==> config.mk <==
export PLATFORM = sky130hd
export DESIGN_NAME = pkwrl_cell
export DESIGN_NICKNAME = d
export VERILOG_FILES = /design/src/rtl/pkwrl_pkg.sv /design/src/rtl/pkwrl_cell.sv
export SDC_FILE = /design/constraint.sdc
export NUM_CORES = 1
export LEC_CHECK = 0
export ABC_AREA = 1
export BUFFER_PORTS_ARGS = -buffer_cell sky130_fd_sc_hd__buf_2
export CAP_MARGIN = 15
export CORE_MARGIN = 4
export CORE_UTILIZATION = 35
export DETAILED_ROUTE_END_ITERATION = 6
export SYNTH_ARGS = -nofsm -noshare
export SYNTH_HDL_FRONTEND = slang
export SYNTH_SLANG_ARGS = --single-unit
==> constraint.sdc <==
create_clock -name clk_i -period 8.7 [get_ports clk_i]
set_input_delay 0.87 -clock clk_i [delete_from_list [all_inputs] [get_ports clk_i]]
set_output_delay 0.87 -clock clk_i [all_outputs]
set_load 0.1 [all_outputs]
==> src/rtl/pkwrl_pkg.sv <==
package pkwrl_pkg;

  localparam int unsigned TableEntries = 64;
  localparam int unsigned KeyBits      = 16;
  localparam int unsigned TimeBits     = 32;
  localparam int unsigned WindowBits   = 32;
  localparam int unsigned HitBits      = 16;
  localparam int unsigned CfgDataBits  = 32;

  localparam logic [WindowBits-1:0] ResetWindow = WindowBits'(300);
  localparam logic [HitBits-1:0]    ResetHits   = HitBits'(5);

  // configuration register indexes
  localparam logic CfgWindow = 1'b0;
  localparam logic CfgHits   = 1'b1;

  typedef struct packed {
    logic [15:0] source_key;
    logic [31:0] now_time;
  } req_t;

  typedef struct packed {
    logic allowed;
    logic untracked;
  } res_t;

  // request broadcast to every cell during the lookup cycle
  typedef struct packed {
    logic                  go;
    logic                  hit_any;
    logic [KeyBits-1:0]    key;
    logic [TimeBits-1:0]   now;
    logic [WindowBits-1:0] window;
    logic [HitBits-1:0]    limit;
  } cell_bus_t;

  // status rippled from cell to cell
  typedef struct packed {
    logic hit;
    logic free;
    logic refuse;
  } chain_t;

endpackage

==> src/rtl/pkwrl_cell.sv <==
module pkwrl_cell import pkwrl_pkg::*; (
  input  logic      clk_i,
  input  logic      rst_ni,
  input  cell_bus_t bus_i,
  input  chain_t    chain_i,
  output chain_t    chain_o,
  output logic      hit_o
);

  logic                valid_q, valid_d;
  logic [KeyBits-1:0]  key_q, key_d;
  logic [TimeBits-1:0] start_q, start_d;
  logic [HitBits-1:0]  count_q, count_d;

  logic match, passed, over, take;

  assign match  = valid_q && (key_q == bus_i.key);
  // now > start + window without wrap
  assign passed = (bus_i.now > start_q) &&
                  ((bus_i.now - start_q) > TimeBits'(bus_i.window));
  assign over   = count_q >= bus_i.limit;
  // lowest free entry takes a new key
  assign take   = !valid_q && !chain_i.free && !bus_i.hit_any;

  assign hit_o          = match;
  assign chain_o.hit    = chain_i.hit | match;
  assign chain_o.free   = chain_i.free | !valid_q;
  assign chain_o.refuse = chain_i.refuse | (match && !passed && over);

  always_comb begin
    valid_d = valid_q;
    key_d   = key_q;
    start_d = start_q;
    count_d = count_q;
    if (bus_i.go) begin
      if (match) begin
        if (passed) begin
          start_d = bus_i.now;
          count_d = HitBits'(1);
        end else if (!over) begin
          count_d = count_q + HitBits'(1);
        end
      end else if (take) begin
        valid_d = 1'b1;
        key_d   = bus_i.key;
        start_d = bus_i.now;
        count_d = HitBits'(1);
      end
    end
  end

  always_ff @(posedge clk_i or negedge rst_ni) begin
    if (!rst_ni) begin
      valid_q <= 1'b0;
    end else begin
      valid_q <= valid_d;
    end
  end

  always_ff @(posedge clk_i) begin
    key_q   <= key_d;
    start_q <= start_d;
    count_q <= count_d;
  end

endmodule

==> impl_metrics.json <==
{
  "status": "finished, final reports clean",
  "clk_latency_ps": 340,
  "path_common_cell": "nand2_1",
  "worst_pin_slew_ps": 652.0,
  "top_level_ports": 107,
  "synth-async-reset-ratio_pct": 1.538,
  "fin_crit_ps": 5390,
  "hold_viol": 0,
  "synth_top_area_share_pct": 31.20,
  "finClkSkew_ps": 5.829,
  "critPathLaunchType": "primary input",
  "final_nets": 1122,
  "die_y_um": 140.7,
  "drtIter0Drc": 229,
  "cts_sinks": 65,
  "drc": 0,
  "cts_resized": 0,
  "post_cts_buffers": 0,
  "fillers": 1853,
  "place.port_buffers": 106,
  "cts_tree": "built",
  "syn_avg_cell_area_sq_um": 7.512,
  "leakagePower_nw": 3.701,
  "fmax_mhz": 185.5,
  "cpMaxStageDelayCell": "fa_1",
  "regArea_sq_um": 1947,
  "cts_buffer_depth": 2,
  "synth_cell_types": 38,
  "synth.area.top_cells": "edfxtp_1 (31%), ha_1 (16%), nand2_1 (11%)",
  "synth_area_leader_cell": "edfxtp_1",
  "synth_cells": 820,
  "ff2ff_path_depth": 21,
  "seq_area_frac_synth_pct": 31.61,
  "p_total_w": 0.0008499,
  "relSlewSlack_pct": 56.49,
  "finalCoreUtilization_pct": 41.77,
  "antenna_found_initial": 1,
  "finalCritPeriodShare_pct": 61.96,
  "worstPathArrival_ps": 4520,
  "post_cts_hold_buffer_count": 0,
  "grt_pass1_wl_um": 24290,
  "multi_input_area_sq_um": 3566,
  "synth_fp_nets": 1005,
  "synth_edf_count": 64,
  "cellPowerDensity_nw_per_um2": 117.6,
  "crit_fanout": 3,
  "clkSlewWorstSetupHoldPaths_ps": 50,
  "grt_max_degree": 33,
  "rsz0062_at_grt": "no",
  "grt_pass1_vias": 5061,
  "area_delta_synth_final_pct": 17.29,
  "fp.coreArea_sq_um": 17300,
  "path_cells": "buf_2 > inv_1 > ha_1 > fa_1 > nor3_1 > nor2_1 > o21ai_0 > nand4_1 > nand2_1 > nand2_1 > nand2_1 > inv_1 > ha_1 > nand2_1 > nor2_1 > nand2_1 > nor3_1 > nand2_1 > nand2_1 > a21oi_2 > nand2_2 > nand3_1 > nand2_1 > buf_2",
  "dr.pass1.iters": 5,
  "vias": 5458,
  "gp_congestion": 0.8934,
  "worstPathRequired_ps": 7830,
  "dp.cells": 1151,
  "drt_wl_total_um": 14930,
  "reg2reg_slack_ps": 4260,
  "vias_per_cell": 4.673,
  "fp.dieW_um": 140.7,
  "setup_tns_ps": 0,
  "rows": 48,
  "peakVddDrop_uv": 87.20,
  "yosys_warnings": 0,
  "grt_util_all_layers_pct": 15.22,
  "floorplan.initialDensity_pct": 35.61,
  "syn_area_sq_um": 6160,
  "ys_ff_latch": 65,
  "drv_cap": 0,
  "cts_buffers": 9,
  "drive_above_1_share_pct": 16.45,
  "setup_viol": 0,
  "routedWlPerCell_um": 12.78,
  "drv_slew": 0,
  "worst_hold_path_type": "in -> async",
  "overflow": 0,
  "cts_root_buf": "clkbuf_16",
  "end_kind": "output port",
  "cts_max_level": 3,
  "fin_cells": 1168,
  "r2r_end": "start_q[30]",
  "path_class": "in -> out",
  "dpl.hpwl_um": 12480,
  "slowest_delay_ps": 430,
  "die_area_sq_um": 19790,
  "final_antenna_net_count": 0,
  "regToRegStartpoint": "start_q[0]",
  "synth_flop_cell": "edfxtp_1"
}
-- routing by layer --
metal	wire (um)	track usage, %
met5	0	0
met2	6991	25.43
met4	257	4.997
met1	7100	19.87
met3	578	2.849
-- worst max-delay path: cells and delay by family --
kind                       cells  cell delay, ps
adders and majority gates      3             910
and+or+nand+nor               15            1700
AOI/OAI and AO/OA              2             470
buffers and inverters          4             580
-- layout make-up --
type,count,area share [%]
multi-input cells,587,49.36
repair buffers,107,7.447
diodes,1,0.03464
clock buffers,15,3.568
clock inverters,1,0.06928
well taps,225,3.897
flip-flops and latches,65,26.95
inverters,167,8.677
-- cell usage after synthesis (all sizes together), types with 2 or more instances --
library cell / n
a21boi: 3
a21o: 4
a21oi: 62
a31oi: 3
and3: 2
edfxtp: 64
ha: 81
inv: 167
nand2: 192
nand3: 28
nand4: 16
nor2: 85
nor3: 19
nor3b: 2
o211ai: 2
o21a: 2
o21ai: 23
o21bai: 9
or2: 9
xnor2: 17
xor2: 23
-- where the power goes --
group	total [W]	switching [W]	internal, W
Combinational	0.000176	0.000104	0.0000720
Clock	0.000331	0.000130	0.000201
Sequential	0.000343	0.00000000115	0.000343
-- logic make-up after synthesis --
kind of cell / after synthesis / share of synthesized area [%]
xor gates and xnor gates: 40 / 5.687
buffers and inverters: 168 / 10.50
DFF: 65 / 31.61
and+or+nand+nor: 356 / 25.59
AOI/OAI and AO/OA: 109 / 9.831
adders and majority gates: 82 / 16.78
-- cells in the final DEF, fill, tap and decap left out, types with 13 or more instances in the layout --
| cell type | n |
|---|---|
| nor2_1 | 71 |
| nor3_1 | 16 |
| nand3_1 | 28 |
| nand2_1 | 184 |
| o21ai_0 | 21 |
| inv_1 | 166 |
| xnor2_1 | 17 |
| xor2_1 | 23 |
| nor2_2 | 13 |
| nand4_1 | 16 |
| ha_1 | 81 |
| buf_2 | 106 |
| edfxtp_1 | 64 |
| a21oi_1 | 61 |
-- state kept, by name, indices dropped and copies added, names as in the netlist --
name / cells
count_q: 16
key_q: 16
start_q: 32
valid_q: 1
-- metrics by stage --
step	worst slack, ps	hold WS [ps]	area, sq um
finish	3310	298.0	7224
CTS	3311	277.1	7222
detailed placement	3315	590.1	6959
global route	2992	279.8	7224
floorplan	3744	497.8	6160
global placement	3372	590.5	6959
-- worst max path at each step --
stage,startpoint,to,slack [ps],cells past startpoint
final,bus_i[48],chain_o[0],3310,24
after global routing,bus_i[48],chain_o[0],2990,24
after floorplan,bus_i[48],chain_o[0],3740,22
after CTS,bus_i[48],chain_o[0],3310,24
after detailed placement,bus_i[48],chain_o[0],3320,24
after global placement,bus_i[48],chain_o[0],3370,24
(Power assumes the default switching activity.)
